File: src/design/rsbs_pkg.sv
`default_nettype none

package rsbs_pkg;

  // Defaults for the top-level parameters.
  localparam int SPRITE_MAX_DEF      = 8;
  localparam int COORD_FRAC_BITS_DEF = 8;

  // Depth of the queue between the front and the back.
  localparam int QUEUE_DEPTH = 4;

  // Configuration port geometry.
  localparam int CFG_IDX_W  = 4;
  localparam int CFG_DATA_W = 64;

  // Blended ink must exceed this (about 0.002 at 16 fraction bits).
  localparam logic [16:0] INK_THRESHOLD = 17'd131;

  // Full brightness and full coverage.
  localparam logic [8:0] FULL_SCALE = 9'd256;

  typedef enum logic [CFG_IDX_W-1:0] {
    CFG_SPRITE_BITS    = 4'd0,
    CFG_SPRITE_WIDTH   = 4'd1,
    CFG_SPRITE_HEIGHT  = 4'd2,
    CFG_CENTER_X       = 4'd3,
    CFG_CENTER_Y       = 4'd4,
    CFG_COS_OVER_SCALE = 4'd5,
    CFG_SIN_OVER_SCALE = 4'd6,
    CFG_BRIGHTNESS     = 4'd7
  } cfg_idx_e;

  typedef struct packed {
    logic [63:0]        sprite_bits;
    logic [3:0]         sprite_width;
    logic [3:0]         sprite_height;
    logic signed [15:0] center_x;
    logic signed [15:0] center_y;
    logic signed [15:0] cos_over_scale;
    logic signed [15:0] sin_over_scale;
    logic [8:0]         brightness;
  } cfg_t;

endpackage

`default_nettype wire

File: src/design/rsbs_queue.sv
`default_nettype none

module rsbs_queue import rsbs_pkg::*; #(
  parameter int WIDTH = 16,
  parameter int DEPTH = QUEUE_DEPTH
) (
  input  wire logic             clk_i,
  input  wire logic             rst_ni,
  input  wire logic             push_i,
  input  wire logic [WIDTH-1:0] push_data_i,
  output logic                  full_o,
  input  wire logic             pop_i,
  output logic                  empty_o,
  output logic [WIDTH-1:0]      pop_data_o
);

  localparam int PW = (DEPTH > 1) ? $clog2(DEPTH) : 1;
  localparam int CW = $clog2(DEPTH + 1);

  logic [WIDTH-1:0] mem_q [DEPTH];
  logic [PW-1:0]    wr_ptr_q, wr_ptr_d;
  logic [PW-1:0]    rd_ptr_q, rd_ptr_d;
  logic [CW-1:0]    count_q, count_d;

  assign full_o     = (count_q == CW'(DEPTH));
  assign empty_o    = (count_q == '0);
  assign pop_data_o = mem_q[rd_ptr_q];

  always_comb begin
    wr_ptr_d = wr_ptr_q;
    rd_ptr_d = rd_ptr_q;
    count_d  = count_q;
    if (push_i) begin
      wr_ptr_d = (wr_ptr_q == PW'(DEPTH - 1)) ? '0 : wr_ptr_q + PW'(1);
    end
    if (pop_i) begin
      rd_ptr_d = (rd_ptr_q == PW'(DEPTH - 1)) ? '0 : rd_ptr_q + PW'(1);
    end
    if (push_i && !pop_i) begin
      count_d = count_q + CW'(1);
    end else if (pop_i && !push_i) begin
      count_d = count_q - CW'(1);
    end
  end

  always_ff @(posedge clk_i or negedge rst_ni) begin
    if (!rst_ni) begin
      wr_ptr_q <= '0;
      rd_ptr_q <= '0;
      count_q  <= '0;
    end else begin
      wr_ptr_q <= wr_ptr_d;
      rd_ptr_q <= rd_ptr_d;
      count_q  <= count_d;
    end
  end

  always_ff @(posedge clk_i) begin
    if (push_i) begin
      mem_q[wr_ptr_q] <= push_data_i;
    end
  end

  a_count_bounded: assert property (@(posedge clk_i) disable iff (!rst_ni)
    count_q <= CW'(DEPTH))
    else $error("queue count exceeds its depth");

  a_no_push_full: assert property (@(posedge clk_i) disable iff (!rst_ni)
    push_i |-> !full_o)
    else $error("queue written while full");

  a_no_pop_empty: assert property (@(posedge clk_i) disable iff (!rst_ni)
    pop_i |-> !empty_o)
    else $error("queue read while empty");

endmodule

`default_nettype wire

File: config.mk
export PLATFORM = sky130hd
export DESIGN_NAME = rsbs_queue
export DESIGN_NICKNAME = d
export VERILOG_FILES = /design/src/design/rsbs_pkg.sv /design/src/design/rsbs_queue.sv
export SDC_FILE = /design/constraint.sdc
export NUM_CORES = 1
export LEC_CHECK = 0
export BUFFER_PORTS_ARGS = -buffer_cell sky130_fd_sc_hd__buf_2
export CAP_MARGIN = 20
export CORE_MARGIN = 3
export CORE_UTILIZATION = 30
export DETAILED_ROUTE_END_ITERATION = 8
export HOLD_SLACK_MARGIN = 0.05
export SYNTH_ARGS = -nofsm -noshare
export SYNTH_HDL_FRONTEND = slang
export SYNTH_SLANG_ARGS = --single-unit
File: constraint.sdc
create_clock -name clk_i -period 1.5 [get_ports clk_i]
set_input_delay 0.075 -clock clk_i [delete_from_list [all_inputs] [get_ports clk_i]]
set_output_delay 0.075 -clock clk_i [all_outputs]
set_load 0.01 [all_outputs]
==> flow_metrics.tcl <==
set metrics [dict create \
    rsz0062_at_grt "true" \
    core-area_mm2 0.00885 \
    tns_ps -2620 \
    finalHoldViolations 0 \
    seqPwrFrac_pct 42.1 \
    powerDensity_mw_per_mm2 1790 \
    async_flop_share_pct 9.86 \
    finalCriticalPeriod_ps 1690 \
    root_buffer "clkbuf_8" \
    startpoint_type "flip-flop" \
    die_x_um 102 \
    synth_top_area_share_pct 69.5 \
    grt_antenna_before_repair 0 \
    grt_pass1_vias 1444 \
    synthCells 121 \
    numCtsBuffers 9 \
    drc 0 \
    total_power_w 0.00652 \
    cp_max_fo 8 \
    combPwrFrac_pct 35.6 \
    worst_ep_arrival_time_ps 1610 \
    peakVddDrop_mv 0.883 \
    final_util_pct 41.1 \
    max_freq_ghz 0.593 \
    swShare_pct 28.0 \
    critPathCaptureType "primary output" \
    syn2layout_area_growth_pct 31.4 \
    seq_area_mm2 0.00210 \
    synth_edf_count 64 \
    avgViaCountPerCell 4.34 \
    synth.most_common_cell "edfxtp_1" \
    ys_seq_area_share_pct 75.8 \
    postRouteAntennaNets 0 \
    ctsLongestPathBuffers 2 \
    ys.warnings.count 0 \
    clock_sink_count 71 \
    worstSkewPairLatency_ps 330 \
    ios 38 \
    fin_ws_ps -187 \
    drt_iter0_markers 66 \
    slew_violations 0 \
    wl_per_cell_um 15.4 \
    crit_type "reg2out" \
    synth_area_mm2 0.00277 \
    multi_input_area_um2 582 \
    synthTopCellsByArea "edfxtp_1, mux4_1, mux4_2, dfrtp_1, ha_1" \
    avgSynthCellArea_um2 22.9 \
    die_area_mm2 0.0104 \
    slew_headroom_pct 86.7 \
    grtUsageTotal_pct 9.63 \
    synth.distinct_cells 19 \
    overflow 0 \
    required_ps 1420 \
    cts_setup_buffers 0 \
    outcome "finished with violations" \
    pre_cts_slack_ps 89.2 \
    routed_wl_um 4700 \
    grt_first_pass_wirelength_um 7290 \
    dp_cells 269 \
    dp_hpwl_um 2950 \
    cts_tree "yes" \
    setup_viol 16 \
    syn_nets 148 \
    synth_top_cell_by_area "edfxtp_1" \
    fin_cells 305 \
    grt_max_degree 17 \
    synth_top_cells_by_count "edfxtp_1, mux4_1, mux4_2" \
    gp_congestion 0.654 \
    clkPwrFrac_pct 22.2 \
    switchingPower_w 0.00182 \
    tightest_slew_ps 200 \
    drive_above_1_share_pct 40.1 \
    start_util_pct 31.3 \
    finClkSkew_ps 7.85 \
    timing.final.crit_share_pct 112 \
    std_cell_rows 34 \
    cts_max_level 3 \
    violations "negative setup slack" \
    fillers 777 \
    cap_violations 0 \
    total_leakage_power_nw 1.31 \
    worst_setup_hold_path_clk_slew_ps 70 \
    yosys_register_bits 71 \
    n_antenna_cell 0 \
    power.internal_w 0.00469 \
    vias 1325 \
    dr.pass1.iters 4 \
    dieHeight_um 102 \
    fin_nets 219 \
    ys.flop_type "edfxtp_1" \
    io_buffers 37 \
    hp-class "in2reg" \
]
[cell families (layout without fill, tap and decap cells)]
logic type | count (synthesis) | after routing | synth area share (%)
AND/OR/NAND/NOR | 11 | 11 | 2.04
AO/OA/AOI/OAI | 2 | 2 | 0.362
XOR/XNOR | 3 | 3 | 0.950
flip-flops | 71 | 71 | 75.8
buffers and inverters | 8 | 84 | 2.04
multiplexers | 19 | 19 | 15.3
adder cells (fa/ha/maj) | 7 | 7 | 3.44
[critical path, stage by stage, from the launching register on]
cell and delay [ps]:
dfrtp_2 430, clkbuf_16 190, mux4_2 520, buf_6 140
[path summary, 6_finish.rpt]
| kind | startpoint | endpoint | slack (ps) | cells past startpoint |
|---|---|---|---|---|
| max | rd_ptr_q[0] | pop_data_o[5] | -190 | 3 |
| min | push_i | wr_ptr_q[0] | 70 | 2 |
| max reg2reg | count_q[0] | count_q[2] | 110 | 4 |
| min reg2reg | count_q[2] | count_q[2] | 490 | 1 |
| max in group asynchronous | rst_ni | rd_ptr_q[0] | 1230 | 2 |
| min in group asynchronous | rst_ni | count_q[2] | 100 | 2 |
[stage by stage]
| step | area, um^2 | hold slack (ps) |
|---|---|---|
| 2_1_floorplan | 2770 | -221 |
| 6_report | 3630 | 66.3 |
| 3_5_place_dp | 3170 | -80.1 |
| 4_1_cts | 3600 | 57.4 |
| 5_1_grt | 3630 | 88.5 |
| 3_3_place_gp | 3170 | -82.6 |
[what timing repair did]
action                                 in CTS  in global routing
gates resized for setup                    19                  6
hold buffers                               19                  0
gates cloned                                1                  0
setup endpoints to repair                  16                 16
endpoints found under the hold margin      74                  0
[power by group through the flow]
stage	logic [W]	clock network [W]	registers, W
2_1_floorplan	0.00123	0	0.00271
3_3_place_gp	0.00190	0	0.00275
3_5_place_dp	0.00192	0	0.00277
4_1_cts	0.00228	0.00149	0.00276
5_1_grt	0.00251	0.00161	0.00278
6_report	0.00232	0.00145	0.00275
[final cells by class]
cell class	instances	area share (%)
multi-input cells	42	16.0
clock inverters	6	1.65
repair buffers	64	16.9
flip-flops and latches	71	57.7
clock buffers	10	3.51
well taps	108	3.72
inverters	4	0.413
[cell usage in the layout, fill, tap and decap left out]
cell type	n
edfxtp_1	64
mux2_2	3
nor3_1	1
inv_6	1
buf_6	14
dfrtp_2	1
and2_1	4
fa_1	1
nor2_1	3
ha_1	6
inv_1	4
clkbuf_8	9
nand2_1	2
buf_12	6
mux4_2	16
clkinv_2	2
xnor2_1	1
dfrtp_1	6
dlygate4sd3_1	19
o21ai_0	2
buf_2	23
clkinvlp_4	1
clkinv_1	1
clkbuf_16	1
clkbuf_1	1
buf_4	1
nor3b_1	1
bufinv_16	1
xor2_1	2
[flip-flops by register name (all words and copies together), names as in the netlist]
name and flops:
count_q 3, mem_q 64, rd_ptr_q 2, wr_ptr_q 2
[metal layers]
layer / global-route usage [%] / share of wire, % / vias up
met5: 0 / 0 / -
met3: 3.14 / 4.6 / 6
met4: 3.94 / 1.4 / 0
li1: - / - / 624
met2: 15.7 / 49 / 37
met1: 11.8 / 45 / 658
No activity file was read; power rests on OpenSTA's default activity.
