[src/design/rsbs_pkg.sv]
`default_nettype none

package rsbs_pkg;

  // Defaults for the top-level parameters.
  localparam int SPRITE_MAX_DEF      = 8;
  localparam int COORD_FRAC_BITS_DEF = 8;

  // Depth of the queue between the front and the back.
  localparam int QUEUE_DEPTH = 4;

  // Configuration port geometry.
  localparam int CFG_IDX_W  = 4;
  localparam int CFG_DATA_W = 64;

  // Blended ink must exceed this (about 0.002 at 16 fraction bits).
  localparam logic [16:0] INK_THRESHOLD = 17'd131;

  // Full brightness and full coverage.
  localparam logic [8:0] FULL_SCALE = 9'd256;

  typedef enum logic [CFG_IDX_W-1:0] {
    CFG_SPRITE_BITS    = 4'd0,
    CFG_SPRITE_WIDTH   = 4'd1,
    CFG_SPRITE_HEIGHT  = 4'd2,
    CFG_CENTER_X       = 4'd3,
    CFG_CENTER_Y       = 4'd4,
    CFG_COS_OVER_SCALE = 4'd5,
    CFG_SIN_OVER_SCALE = 4'd6,
    CFG_BRIGHTNESS     = 4'd7
  } cfg_idx_e;

  typedef struct packed {
    logic [63:0]        sprite_bits;
    logic [3:0]         sprite_width;
    logic [3:0]         sprite_height;
    logic signed [15:0] center_x;
    logic signed [15:0] center_y;
    logic signed [15:0] cos_over_scale;
    logic signed [15:0] sin_over_scale;
    logic [8:0]         brightness;
  } cfg_t;

endpackage

`default_nettype wire

[src/design/rsbs_front.sv]
`default_nettype none

module rsbs_front import rsbs_pkg::*; #(
  parameter int COORD_FRAC_BITS = COORD_FRAC_BITS_DEF,
  parameter int DW              = 18,
  parameter int QW              = 16 + 2 * 18
) (
  input  wire logic          in_valid_i,
  output logic               in_stall_o,
  input  wire logic [7:0]    pixel_x_i,
  input  wire logic [7:0]    pixel_y_i,
  input  wire cfg_t          cfg_i,
  input  wire logic          full_i,
  output logic               push_o,
  output logic [QW-1:0]      push_data_o
);

  localparam int CTR_W = COORD_FRAC_BITS + 8;

  logic [CTR_W-1:0]    ctr_x, ctr_y;
  logic signed [DW-1:0] dx, dy;
  logic                 live;

  // Pixel centre: the coordinate shifted up plus one half.
  assign ctr_x = {pixel_x_i, 1'b1, {(COORD_FRAC_BITS - 1){1'b0}}};
  assign ctr_y = {pixel_y_i, 1'b1, {(COORD_FRAC_BITS - 1){1'b0}}};

  assign dx = $signed(DW'(ctr_x)) - {{(DW - 16){cfg_i.center_x[15]}}, cfg_i.center_x};
  assign dy = $signed(DW'(ctr_y)) - {{(DW - 16){cfg_i.center_y[15]}}, cfg_i.center_y};

  // An empty sprite or zero brightness never yields a pixel.
  assign live = (cfg_i.sprite_width != '0) && (cfg_i.sprite_height != '0) &&
                (cfg_i.brightness != '0);

  assign in_stall_o  = full_i;
  assign push_o      = in_valid_i && !full_i && live;
  assign push_data_o = {pixel_x_i, pixel_y_i, dx, dy};

endmodule

`default_nettype wire

[config.mk]
export PLATFORM = sky130hd
export DESIGN_NAME = rsbs_front
export DESIGN_NICKNAME = d
export VERILOG_FILES = /design/src/design/rsbs_pkg.sv /design/src/design/rsbs_front.sv
export SDC_FILE = /design/constraint.sdc
export NUM_CORES = 1
export LEC_CHECK = 0
export BUFFER_PORTS_ARGS = -buffer_cell sky130_fd_sc_hd__clkbuf_2
export CAP_MARGIN = 20
export CORE_AREA = 5 5 80 82
export DETAILED_ROUTE_END_ITERATION = 16
export DIE_AREA = 0 0 85 87
export PLACE_DENSITY = 0.75
export SLEW_MARGIN = 0
export SYNTH_ARGS = -nofsm -noshare
export SYNTH_HDL_FRONTEND = slang
export SYNTH_SLANG_ARGS = --single-unit
[constraint.sdc]
create_clock -name vclk -period 1.6
set_input_delay 0 -clock vclk [all_inputs]
set_output_delay 0 -clock vclk [all_outputs]
set_load 0.01 [all_outputs]
==> impl_metrics.yaml, run 1 <==
power:
  irDropWorstVdd_uv: 166
  combPwrFrac_pct: 100.0
  powerDensity_nw_per_um2: 395
  p_sw_share_pct: 52.7
  power_uw: 890
  p_int_uw: 420
  power.leakage_nw: 1.20
  seq_power_share_pct: 0
  power_switching_uw: 469
  p_clk_share_pct: 0
placement:
  post-place-ws_ns: -0.184
  portBuffers: 121
  place_hpwl_um: 4150
  placed_cell_area_um2: 2130
  dp_cells: 407
  gp_congestion: 0.894
worst_setup_path:
  cp-end-kind: "primary output"
  crit_family: "compound AO/OA/AOI/OAI gates"
  cp_max_fo: 3
  worstSetupPathType: "input port to primary output"
  cpMaxStageDelayCell: "a2111o_1"
  required_ns: 1.60
  crit_path_start_kind: "input port"
  cpPeakStageDelay_ns: 0.37
  path_cells: "buf_4, ha_4, buf_4, nand2_1, o21ai_2, buf_4, nor2_2, a2111o_1, nand3_1, buf_2"
  cp.depth: 10
  arrival_ns: 1.54
  path_common_cell: "buf_4"
  path_buf_inv: 4
cells_and_area:
  final_cells: 407
  nets: 517
  clock_buffers: 0
  layout_common_cells: "clkbuf_2 (116), inv_1 (27), buf_4 (22)"
  antenna_cells: 0
  layout_commonest_cell: "clkbuf_2"
  nFillCells: 605
  fin_util_pct: 39.7
  drive_gt1_share_pct: 49.1
  seq_cell_count: 0
  seqCellArea_um2: 0
  synthToLayoutAreaGrowth_pct: 58.5
  finish.instance_area_um2: 2250
synth:
  syn-num-nets: 393
  yosys-top-cells-area: "ha_1 (18%), xnor2_1 (12%), buf_4 (10%)"
  yosys.area.top_type: "ha_1"
  synth_area_per_cell_um2: 6.77
  synth_seq_area_share_pct: 0
  synth_cells: 210
  synthDistinctLibCells: 38
  synth_top_area_share_pct: 17.6
  synth_area_um2: 1420
  yosysWarnings: 0
global_route:
  first_global_vias: 1734
  grt_max_degree: 8
  overflow: 0
  antenna_found_initial: 0
  grt_usage_pct: 10.8
  grt_pass1_wl_um: 7180
sta:
  setup_viol: 0
  setup_ws_ns: 0.0590
  tns_ns: 0
  tightest_slew_ns: 0.482
  finalWorstPathRequiredPeriod_ns: 1.54
  finalHoldViolations: 0
  rsz0062_at_grt: "true"
  fin_crit_sh_pct: 96.3
  max_freq_ghz: 0.649
  max-slew-margin-rel_pct: 67.0
  drv_slew: 0
  holdWs_ns: 0.208
clock_network:
  hold_buffers: 0
die:
  dieArea_um2: 7400
  fp.dieH_um: 87
  initial_utilization_pct: 25.0
  ioPinCount: 217
  rows: 28
  die_w_um: 85
  design.core.area_um2: 5680
detailed_routing:
  routed_wl_um: 4760
  antenna_left: 0
  drt_iter0_markers: 40
  via_per_inst: 4.74
  num_vias: 1930
  dr.pass1.iters: 4
  drcViolationCount: 0
  wl_per_cell_um: 11.7
outcome:
  status: "complete, no violations"
hold_path:
  hold_path_depth: 2
  worst_hold_path_type: "input port to primary output"
flow_run:
  cap_violations: 0
-- final timing paths --
check                    start              end
setup / recovery  pixel_y_i[0]  push_data_o[14]
hold / removal          full_i       in_stall_o
-- final cells by class --
class / instances / area [um2] / share of cell area, %
well taps: 75 / 93.8 / 4.16
inverters: 28 / 105 / 4.66
repair buffers: 142 / 772 / 34.3
multi-input cells: 162 / 1280 / 56.9
-- synthesized netlist by cell type, drive strengths merged (2+ instances only) --
master  instances
nand4           2
nand3           3
nor2b           2
nand2b          4
nor4            6
o211ai          3
nand2          11
nor4b           2
ha             20
o21a            2
inv            28
o31ai           2
a31oi           3
xor2            8
nor2           17
a21oi          12
a211oi          4
a221oi          2
a311oi          2
o21bai          2
o21ai          14
a21o            2
nor3            9
buf            19
xnor2          20
-- routing by layer --
| layer | track usage [%] | vias up | part of all wire [%] |
|---|---|---|---|
| met5 | 0 | - | 0 |
| met4 | 0.144 | 0 | 0 |
| met3 | 2.74 | 0 | 11 |
| met2 | 20.0 | 94 | 50 |
| met1 | 13.4 | 857 | 39 |
| li1 | - | 979 | - |
-- power by group through the flow --
| stage | combinational (mW) | clock, mW | sequential (mW) |
|---|---|---|---|
| after floorplan | 0.487 | 0 | 0 |
| after global placement | 0.822 | 0 | 0 |
| after detailed placement | 0.836 | 0 | 0 |
| after CTS | 0.850 | 0 | 0 |
| after global routing | 0.974 | 0 | 0 |
| final | 0.890 | 0 | 0 |
-- cell families (layout without fill, tap and decap cells) --
logic type                 count (synthesis)  in the layout  synth area share (%)
and+or+nand+nor                           60             60                  22.4
AOI/OAI and AO/OA                         54             54                  25.0
buffers and inverters                     48            170                  17.7
xor gates and xnor gates                  28             28                  17.3
adders and majority gates                 20             20                  17.6
-- repair_timing --
item | 4_1_cts | 5_1_grt
resized for setup | 7 | 27
gates cloned | 0 | 0
buffers inserted | 0 | 0
pin swaps | 5 | 10
setup endpoints to repair | 6 | 13
Note: power is estimated with default switching activity, not from simulation.
==> run 2, diff against run 1 <==
- MAX_ROUTING_LAYER: not set -> met4
- SLEW_MARGIN: 0 -> 20
==> run 2 against run 1 <==
  * First-iteration DRC count is the same
  * Critical path depth is the same
  * Via count is the same
  * Worst setup slack is the same
  * Final cell count is the same
  * Hold slack is the same
  * Non-clock buffer count is the same
  * Sequential cell count is the same
  * Die area is the same
  * Global-route usage grew 0.31 points
  * Highest routed layer unchanged
==> impl_metrics.yaml, run 2 (synthesized netlist as in run 1, its figures left out) <==
outcome:
  status: "complete, no violations"
power:
  irDropWorstVdd_uv: 166
  power_uw: 890
  powerDensity_nw_per_um2: 395
  power.leakage_nw: 1.20
flow_run:
  cap_violations: 0
worst_setup_path:
  cp-end-kind: "primary output"
  required_ns: 1.60
  worstSetupPathType: "input port to primary output"
  crit_path_start_kind: "input port"
  arrival_ns: 1.54
  cp_max_fo: 3
sta:
  holdWs_ns: 0.208
  max-slew-margin-rel_pct: 67.0
  setup_viol: 0
  finalWorstPathRequiredPeriod_ns: 1.54
  drv_slew: 0
  finalHoldViolations: 0
  rsz0062_at_grt: "true"
  max_freq_ghz: 0.649
  fin_crit_sh_pct: 96.3
  tightest_slew_ns: 0.482
  tns_ns: 0
die:
  initial_utilization_pct: 25.0
  ioPinCount: 217
  die_w_um: 85
  fp.dieH_um: 87
  dieArea_um2: 7400
  rows: 28
  design.core.area_um2: 5680
global_route:
  antenna_found_initial: 0
  grt_pass1_wl_um: 7180
  grt_max_degree: 8
  first_global_vias: 1734
  overflow: 0
  grt_usage_pct: 11.2
cells_and_area:
  nets: 517
  seq_cell_count: 0
  layout_common_cells: "clkbuf_2 (116), inv_1 (27), buf_4 (22)"
  synthToLayoutAreaGrowth_pct: 58.5
  layout_commonest_cell: "clkbuf_2"
  drive_gt1_share_pct: 49.1
  clock_buffers: 0
  finish.instance_area_um2: 2250
  seqCellArea_um2: 0
  antenna_cells: 0
  nFillCells: 605
detailed_routing:
  num_vias: 1930
  drt_iter0_markers: 40
  drcViolationCount: 0
  routed_wl_um: 4760
  antenna_left: 0
  wl_per_cell_um: 11.7
  dr.pass1.iters: 4
  via_per_inst: 4.74
placement:
  gp_congestion: 0.909
  placed_cell_area_um2: 2130
  portBuffers: 121
  place_hpwl_um: 4150
clock_network:
  cts_setup_buffers: 0
  hold_buffers: 0
hold_path:
  worst_hold_path_type: "input port to primary output"
## run 2: cell counts in the layout (fill, tap and decap cells not counted)
Identical to the previous run, type by type.
## run 2: path summary, 6_finish.rpt
path | startpoint | end | depth (start not counted) | slack [ns]
min | full_i | in_stall_o | 2 | 0.21
max | pixel_y_i[0] | push_data_o[14] | 10 | 0.06
## run 2: worst max-delay path, stage by stage
cell and delay [ns]:
buf_4 0.12, ha_4 0.27, buf_4 0.11, nand2_1 0.10, o21ai_2 0.18, buf_4 0.14, nor2_2 0.04, a2111o_1 0.37
nand3_1 0.07, buf_2 0.13
## run 2: routing by layer
metal  track usage (%)  share of wire [%]
met1              13.7                 40
met2              20.0                 50
met3              2.27                 10
met4             0.144                  0
met5                 -                  0
## run 2: per-stage QoR
step | setup WS [ns] | util [%] | instances
floorplan | 0.0604 | - | 210
CTS | -0.00204 | 38.1 | 407
global route | -0.0504 | 39.7 | 407
global placement | -0.127 | 37.6 | 407
finish | 0.0590 | 39.7 | 407
detailed placement | -0.184 | 37.6 | 407
## run 2: where the power goes
group | switching [mW] | internal [mW]
Clock | 0 | 0
Sequential | 0 | 0
Combinational | 0.469 | 0.420
## run 2: layout make-up
class / instances / area (um2) / area share, %
multi-input cells: 162 / 1280 / 56.9
repair buffers: 142 / 772 / 34.3
inverters: 28 / 105 / 4.66
well taps: 75 / 93.8 / 4.16
## run 2: timing repair
action                     CTS  global route
pin swaps                    5            10
setup endpoints to repair    6            13
resized for setup            7            27
