File: config.mk
export PLATFORM = sky130hd
export DESIGN_NAME = rsbs_back
export DESIGN_NICKNAME = d
export VERILOG_FILES = /design/src/design/rsbs_pkg.sv /design/src/design/rsbs_back.sv
export SDC_FILE = /design/constraint.sdc
export NUM_CORES = 2
export LEC_CHECK = 0
export ABC_AREA = 1
export BUFFER_PORTS_ARGS = -buffer_cell sky130_fd_sc_hd__buf_2
export CAP_MARGIN = 20
export CELL_PAD_IN_SITES_DETAIL_PLACEMENT = 0
export CELL_PAD_IN_SITES_GLOBAL_PLACEMENT = 1
export CORE_MARGIN = 8
export CORE_UTILIZATION = 36
export DETAILED_ROUTE_END_ITERATION = 7
export PLACE_DENSITY = 0.74
export SYNTH_ARGS = -nofsm -noshare
export SYNTH_HDL_FRONTEND = slang
export SYNTH_SLANG_ARGS = --single-unit
File: constraint.sdc
create_clock -name clk_i -period 9.6 [get_ports clk_i]
set_input_delay 0 -clock clk_i [delete_from_list [all_inputs] [get_ports clk_i]]
set_output_delay 0 -clock clk_i [all_outputs]
set_load 0.02 [all_outputs]
File: src/design/rsbs_pkg.sv
`default_nettype none

package rsbs_pkg;

  // Defaults for the top-level parameters.
  localparam int SPRITE_MAX_DEF      = 8;
  localparam int COORD_FRAC_BITS_DEF = 8;

  // Depth of the queue between the front and the back.
  localparam int QUEUE_DEPTH = 4;

  // Configuration port geometry.
  localparam int CFG_IDX_W  = 4;
  localparam int CFG_DATA_W = 64;

  // Blended ink must exceed this (about 0.002 at 16 fraction bits).
  localparam logic [16:0] INK_THRESHOLD = 17'd131;

  // Full brightness and full coverage.
  localparam logic [8:0] FULL_SCALE = 9'd256;

  typedef enum logic [CFG_IDX_W-1:0] {
    CFG_SPRITE_BITS    = 4'd0,
    CFG_SPRITE_WIDTH   = 4'd1,
    CFG_SPRITE_HEIGHT  = 4'd2,
    CFG_CENTER_X       = 4'd3,
    CFG_CENTER_Y       = 4'd4,
    CFG_COS_OVER_SCALE = 4'd5,
    CFG_SIN_OVER_SCALE = 4'd6,
    CFG_BRIGHTNESS     = 4'd7
  } cfg_idx_e;

  typedef struct packed {
    logic [63:0]        sprite_bits;
    logic [3:0]         sprite_width;
    logic [3:0]         sprite_height;
    logic signed [15:0] center_x;
    logic signed [15:0] center_y;
    logic signed [15:0] cos_over_scale;
    logic signed [15:0] sin_over_scale;
    logic [8:0]         brightness;
  } cfg_t;

endpackage

`default_nettype wire

File: src/design/rsbs_back.sv
`default_nettype none

module rsbs_back import rsbs_pkg::*; #(
  parameter int SPRITE_MAX      = SPRITE_MAX_DEF,
  parameter int COORD_FRAC_BITS = COORD_FRAC_BITS_DEF,
  parameter int DW              = 18,
  parameter int QW              = 16 + 2 * 18
) (
  input  wire logic          clk_i,
  input  wire logic          rst_ni,
  input  wire cfg_t          cfg_i,
  input  wire logic          empty_i,
  input  wire logic [QW-1:0] pop_data_i,
  output logic               pop_o,
  output logic               out_valid_o,
  input  wire logic          out_stall_i,
  output logic [7:0]         out_x_o,
  output logic [7:0]         out_y_o,
  output logic [8:0]         coverage_o
);

  localparam int PW      = DW + 16;
  localparam int UW      = PW + 2;
  localparam int UV_FRAC = COORD_FRAC_BITS + 12;
  localparam int IW      = UW - UV_FRAC;
  localparam int CW      = $clog2(SPRITE_MAX);

  logic en;

  // Configuration derived values.
  logic [3:0] w_sat, h_sat;
  logic [8:0] br_sat;

  assign w_sat  = (cfg_i.sprite_width > 4'(SPRITE_MAX)) ? 4'(SPRITE_MAX) : cfg_i.sprite_width;
  assign h_sat  = (cfg_i.sprite_height > 4'(SPRITE_MAX)) ? 4'(SPRITE_MAX) : cfg_i.sprite_height;
  assign br_sat = (cfg_i.brightness > FULL_SCALE) ? FULL_SCALE : cfg_i.brightness;

  assign en    = !out_valid_o || !out_stall_i;
  assign pop_o = en && !empty_i;

  // Stage 1: the four rotation products.
  logic signed [DW-1:0] dx_in, dy_in;
  logic                 v1_q;
  logic [7:0]           x1_q, y1_q;
  logic signed [PW-1:0] dxc_q, dys_q, dyc_q, dxs_q;

  assign dx_in = $signed(pop_data_i[2*DW-1:DW]);
  assign dy_in = $signed(pop_data_i[DW-1:0]);

  always_ff @(posedge clk_i) begin
    if (en) begin
      x1_q  <= pop_data_i[QW-1 -: 8];
      y1_q  <= pop_data_i[QW-9 -: 8];
      dxc_q <= PW'(dx_in) * PW'(cfg_i.cos_over_scale);
      dys_q <= PW'(dy_in) * PW'(cfg_i.sin_over_scale);
      dyc_q <= PW'(dy_in) * PW'(cfg_i.cos_over_scale);
      dxs_q <= PW'(dx_in) * PW'(cfg_i.sin_over_scale);
    end
  end

  // Stage 2: source coordinates with the sprite half-extent added.
  logic signed [UW-1:0] off_u, off_v;
  logic                 v2_q;
  logic [7:0]           x2_q, y2_q;
  logic signed [UW-1:0] u_q, v_q;

  assign off_u = $signed(UW'({w_sat - 4'd1, {(UV_FRAC - 1){1'b0}}}));
  assign off_v = $signed(UW'({h_sat - 4'd1, {(UV_FRAC - 1){1'b0}}}));

  always_ff @(posedge clk_i) begin
    if (en) begin
      x2_q <= x1_q;
      y2_q <= y1_q;
      u_q  <= UW'(dxc_q) + UW'(dys_q) + off_u;
      v_q  <= UW'(dyc_q) - UW'(dxs_q) + off_v;
    end
  end

  // Stage 3: texel fetch and bilinear weights.
  logic signed [IW-1:0] col [2];
  logic signed [IW-1:0] row [2];
  logic [7:0]           fu, fv;
  logic [8:0]           wu [2];
  logic [8:0]           wv [2];
  logic                 col_ok [2];
  logic                 row_ok [2];
  logic [16:0]          wt [4];
  logic                 v3_q;
  logic [7:0]           x3_q, y3_q;
  logic [16:0]          wt_q [4];

  assign col[0] = u_q[UW-1:UV_FRAC];
  assign row[0] = v_q[UW-1:UV_FRAC];
  assign col[1] = col[0] + IW'(1);
  assign row[1] = row[0] + IW'(1);
  assign fu     = u_q[UV_FRAC-1 -: 8];
  assign fv     = v_q[UV_FRAC-1 -: 8];
  assign wu[0]  = FULL_SCALE - {1'b0, fu};
  assign wu[1]  = {1'b0, fu};
  assign wv[0]  = FULL_SCALE - {1'b0, fv};
  assign wv[1]  = {1'b0, fv};

  always_comb begin
    logic [5:0]  idx;
    logic [17:0] prod;
    for (int k = 0; k < 2; k++) begin
      col_ok[k] = !col[k][IW-1] && (col[k][IW-2:0] < (IW-1)'(w_sat));
      row_ok[k] = !row[k][IW-1] && (row[k][IW-2:0] < (IW-1)'(h_sat));
    end
    for (int r = 0; r < 2; r++) begin
      for (int c = 0; c < 2; c++) begin
        idx  = 6'(row[r][CW-1:0]) * 6'(SPRITE_MAX) + 6'(col[c][CW-1:0]);
        prod = 18'(wu[c]) * 18'(wv[r]);
        wt[2*r+c] = (col_ok[c] && row_ok[r] && cfg_i.sprite_bits[idx]) ? prod[16:0] : '0;
      end
    end
  end

  always_ff @(posedge clk_i) begin
    if (en) begin
      x3_q <= x2_q;
      y3_q <= y2_q;
      for (int k = 0; k < 4; k++) begin
        wt_q[k] <= wt[k];
      end
    end
  end

  // Stage 4: total ink and the threshold.
  logic [18:0] ink_sum;
  logic        v4_q;
  logic [7:0]  x4_q, y4_q;
  logic [16:0] ink_q;

  assign ink_sum = 19'(wt_q[0]) + 19'(wt_q[1]) + 19'(wt_q[2]) + 19'(wt_q[3]);

  always_ff @(posedge clk_i) begin
    if (en) begin
      x4_q  <= x3_q;
      y4_q  <= y3_q;
      ink_q <= ink_sum[16:0];
    end
  end

  // Stage 5: scale by brightness with rounding into the output register.
  logic [25:0] scaled;
  logic [9:0]  cov_raw;
  logic [8:0]  cov;
  logic        out_valid_q;
  logic [7:0]  out_x_q, out_y_q;
  logic [8:0]  coverage_q;

  assign scaled  = 26'(ink_q) * 26'(br_sat) + 26'(32768);
  assign cov_raw = scaled[25:16];
  assign cov     = (cov_raw > 10'(FULL_SCALE)) ? FULL_SCALE : cov_raw[8:0];

  always_ff @(posedge clk_i) begin
    if (en) begin
      out_x_q    <= x4_q;
      out_y_q    <= y4_q;
      coverage_q <= cov;
    end
  end

  always_ff @(posedge clk_i or negedge rst_ni) begin
    if (!rst_ni) begin
      v1_q        <= 1'b0;
      v2_q        <= 1'b0;
      v3_q        <= 1'b0;
      v4_q        <= 1'b0;
      out_valid_q <= 1'b0;
    end else if (en) begin
      v1_q        <= !empty_i;
      v2_q        <= v1_q;
      v3_q        <= v2_q;
      v4_q        <= v3_q && (ink_sum[16:0] > INK_THRESHOLD);
      out_valid_q <= v4_q;
    end
  end

  assign out_valid_o = out_valid_q;
  assign out_x_o     = out_x_q;
  assign out_y_o     = out_y_q;
  assign coverage_o  = coverage_q;

  a_ink_above_threshold: assert property (@(posedge clk_i) disable iff (!rst_ni)
    v4_q |-> (ink_q > INK_THRESHOLD))
    else $error("pixel below the ink threshold reached the scaling stage");

  a_coverage_range: assert property (@(posedge clk_i) disable iff (!rst_ni)
    out_valid_q |-> (coverage_q <= FULL_SCALE))
    else $error("coverage above full scale");

  a_pop_only_when_moving: assert property (@(posedge clk_i) disable iff (!rst_ni)
    pop_o |-> (en && !empty_i))
    else $error("queue popped while the pipeline holds");

endmodule

`default_nettype wire
==> impl_metrics.csv <==
group,metric,value,unit
status,status,"completed",
clock_tree,clock_path_buffers,3,
logic_synthesis,synth_compound_area_share,5.163,%
grt,grt_pass1_wl,343.8,mm
logic_synthesis,netlist_instances,9213,
hold_path,min_path_type,"input port to flip-flop",
die,chipWidth,480.6,um
critical_path,critPathArrivalTime,7.06,ns
routing,routed-wl-met3,11.74,mm
critical_path,critPathRequiredTime,9.99,ns
critical_path,path_buf_inv,6,
finish,syn2layout_area_growth,7.365,%
critical_path,crit_fanout,13,
placement,gp_congestion,0.8939,
routing,drt_first_iter_violations,3778,
die,num_io_pins,228,
timing,finClkSkew,0.04179,ns
grt,grt-ovfl-total,0,
grt,grt_pass1_vias,63080,
clock_tree,htreeDepth,2,
routing,first_pass_iters,6,
placement,port_buffers,195,
finish,n_fill_cell,21780,
critical_path,worst_path_most_repeated_cell,"nand2_1",
logic_synthesis,synth_top_family_by_area,"adder cells",
timing,setup_tns,0,ns
logic_synthesis,synthXorXnorAreaFrac,3.100,%
clock_tree,cts_setup_buffers,0,
routing,wire_per_inst,17.57,um
clock_tree,clk_latency,0.67,ns
logic_synthesis,postSynthAreaPerCell,8.434,sq um
routing,wl,213.0,mm
timing,max_clock_freq,149.9,MHz
timing,post-route-period-util,69.49,%
timing,hold_violations,0,
critical_path,crit_type,"flip-flop to flip-flop",
critical_path,setup.worst_path.start_class,"flip-flop",
clock_tree,ctsHoldBuffers,19,
clock_tree,numCtsBuffers,49,
timing,worstMarginPinSlew,1.037,ns
logic_synthesis,synth-seq-cells,362,
logic_synthesis,yosys_warnings,0,
placement,dpl_cell_area,81520,sq um
finish,regArea,10850,sq um
grt,antenna_found_initial,20,
finish,multi_input_area,56250,sq um
die,core,214600,sq um
finish,fin_area,83420,sq um
logic_synthesis,ys.flop_type,"edfxtp_1",
routing,vias_per_cell,4.837,
clock_tree,cts_tree,"yes",
critical_path,cp_top_family,"adder cells",
logic_synthesis,synthAdderAreaFrac,49.39,%
clock_tree,cts.sinks,362,
timing,maxSlewViolCount,0,
routing,postRouteAntennaNets,0,
clock_tree,post_cts_resized,0,
timing,max-slew-margin-rel,30.84,%
logic_synthesis,synth.cell_area,77700,sq um
finish,drive_above_1_share,4.290,%
logic_synthesis,synth.distinct_cells,59,
routing,vias,58620,
logic_synthesis,synth-edff-count,357,
timing,rsz0062_at_grt,"false",
grt,gr-usage-all-layers,18.61,%
logic_synthesis,synth_async_sr_flop_share,1.381,%
die,row_count,170,
logic_synthesis,synth-simple-area-share,14.71,%
clock_tree,clk_pin_slew,0.06,ns
die,fp.dieH,480.6,um
logic_synthesis,muxShareOfSynthArea,0,%
routing,wl_met2,102.2,mm
routing,top_layer_used,"met5",
routing,drt-met1-wl,91.30,mm
logic_synthesis,synth_seq_area_share,13.96,%
die,dieArea,231000,sq um
finish,nNetsFinal,11620,
critical_path,max_stage_delay,0.71,ns
critical_path,cp-end-kind,"flip-flop",
logic_synthesis,syn-num-nets,11600,
timing,setup_viol,0,
routing,route.detailed.drc,0,
run,cap_viol_max_count,0,
critical_path,slowest_stage,"edfxtp_1",
placement,hpwl,170.0,mm
die,start_util,36.20,%
timing,finalCriticalPeriod,6.671,ns
grt,grt_max_degree,109,
clock_tree,clock_tree.root_cell,"clkbuf_16",
-- final timing paths --
check / to / start / slack [ns] / depth (start not counted)
worst max-delay path: wt_q[0][16] / v_q[15] / 2.93 / 25
min in group asynchronous: out_valid_o / rst_ni / 0.26 / 3
worst min register to register: out_y_o[4] / y4_q[4] / 0.41 / 0
worst max register to register: wt_q[0][16] / v_q[15] / 2.93 / 25
max in group asynchronous: v1_q / rst_ni / 9.14 / 3
worst min-delay path: x1_q[6] / pop_data_i[50] / 0.07 / 2
-- stage by stage --
step	hold WS, ns	worst slack (ns)	std cells	utilization, %
after floorplan	-0.2956	3.526	9213	-
after global placement	-0.1822	2.959	12000	37.98
after detailed placement	-0.1805	2.947	12000	37.98
after CTS	0.0005758	3.051	12110	38.86
after global routing	0.05375	2.511	12120	38.87
final	0.07324	2.929	12120	38.87
-- layout make-up --
type / instances / share of cell area, %
inverter: 2507 / 11.28
antenna: 3 / 0.008999
multi-input combinational: 6036 / 67.43
clock buffer: 53 / 1.488
sequential: 362 / 13.00
timing repair buffer: 280 / 1.992
clock inverter: 39 / 0.5474
tap: 2838 / 4.256
-- state kept, by name, summed over array words and instances (netlist names), 9 cells and up --
name,cells
wt_q,67
dxc_q,34
dxs_q,34
dyc_q,34
dys_q,34
u_q,24
v_q,24
ink_q,17
coverage_o,9
-- worst register-to-register path, stage by stage, from the launching register on --
cell and delay, ns:
edfxtp_1 0.71, inv_1 0.37, nand2_1 0.14, or3_1 0.37
o21ai_0 0.16, nand2_1 0.27, inv_1 0.42, nand2_1 0.13
fa_1 0.50, fa_1 0.49, inv_1 0.05, fa_1 0.47
inv_1 0.05, fa_1 0.47, inv_1 0.05, ha_1 0.34
nand2_1 0.09, inv_1 0.04, nor3_1 0.15, a21boi_0 0.46
o21ai_0 0.20, nand2_1 0.12, nand2_1 0.06, a21oi_1 0.16
nand2_1 0.06, nor3b_1 0.13
-- cell families after synthesis --
kind of cell | Yosys count
adders and majority gates | 2183
xor gates and xnor gates | 275
AOI/OAI and AO/OA | 711
and+or+nand+nor | 2867
buffers and inverters | 2815
DFF | 362
-- metal layers --
layer | GRT usage [%] | vias to the layer above
li1 | - | 27280
met1 | 24.39 | 29390
met2 | 32.11 | 1579
met3 | 2.464 | 352
met4 | 5.638 | 16
met5 | 0 | -
-- cell usage after synthesis (all sizes together), types with 7 or more instances --
library cell / n / area share (%)
a21boi: 18 / 0.17
a21o: 27 / 0.26
a21oi: 343 / 2.2
a221oi: 7 / 0.079
a31oi: 35 / 0.28
buf: 52 / 0.33
clkbuf: 256 / 1.2
clkinv: 10 / 0.048
edfxtp: 357 / 14
fa: 1474 / 38
ha: 709 / 11
inv: 2497 / 12
nand2: 2124 / 10
nand3: 151 / 1.0
nand3b: 8 / 0.077
nand4: 41 / 0.33
nor2: 433 / 2.2
nor3: 56 / 0.37
nor3b: 12 / 0.12
nor4: 15 / 0.12
o2111ai: 11 / 0.12
o21a: 22 / 0.21
o21ai: 193 / 1.2
o21bai: 22 / 0.21
o221ai: 7 / 0.079
or2: 17 / 0.14
xnor2: 108 / 1.2
xor2: 167 / 1.9
-- cell usage in the layout (no fill, tap or decap), types with 7 or more instances in the layout --
cell type and count:
ha_1 709, a31oi_1 35, nor2_2 13, a21boi_0 18
clkbuf_16 49, inv_1 2494, nand3_1 144, a21oi_1 340
nand3b_1 8, o221ai_1 7, xor2_1 166, a21o_1 27
or2_2 17, buf_4 66, dlygate4sd3_1 19, o2111ai_1 11
buf_2 195, edfxtp_1 357, clkinv_4 8, clkinv_1 17
a221oi_1 7, xnor2_1 108, nand4_1 41, o21a_1 22
o21bai_1 22, nor4_1 15, o21ai_0 191, clkinvlp_4 7
fa_1 1474, nor3_1 54, nor2_1 417, nand2_1 2119
nor3b_1 12
Power is not shown: default switching activity piles up to over one toggle a cycle in this logic, so the estimate is an artifact.
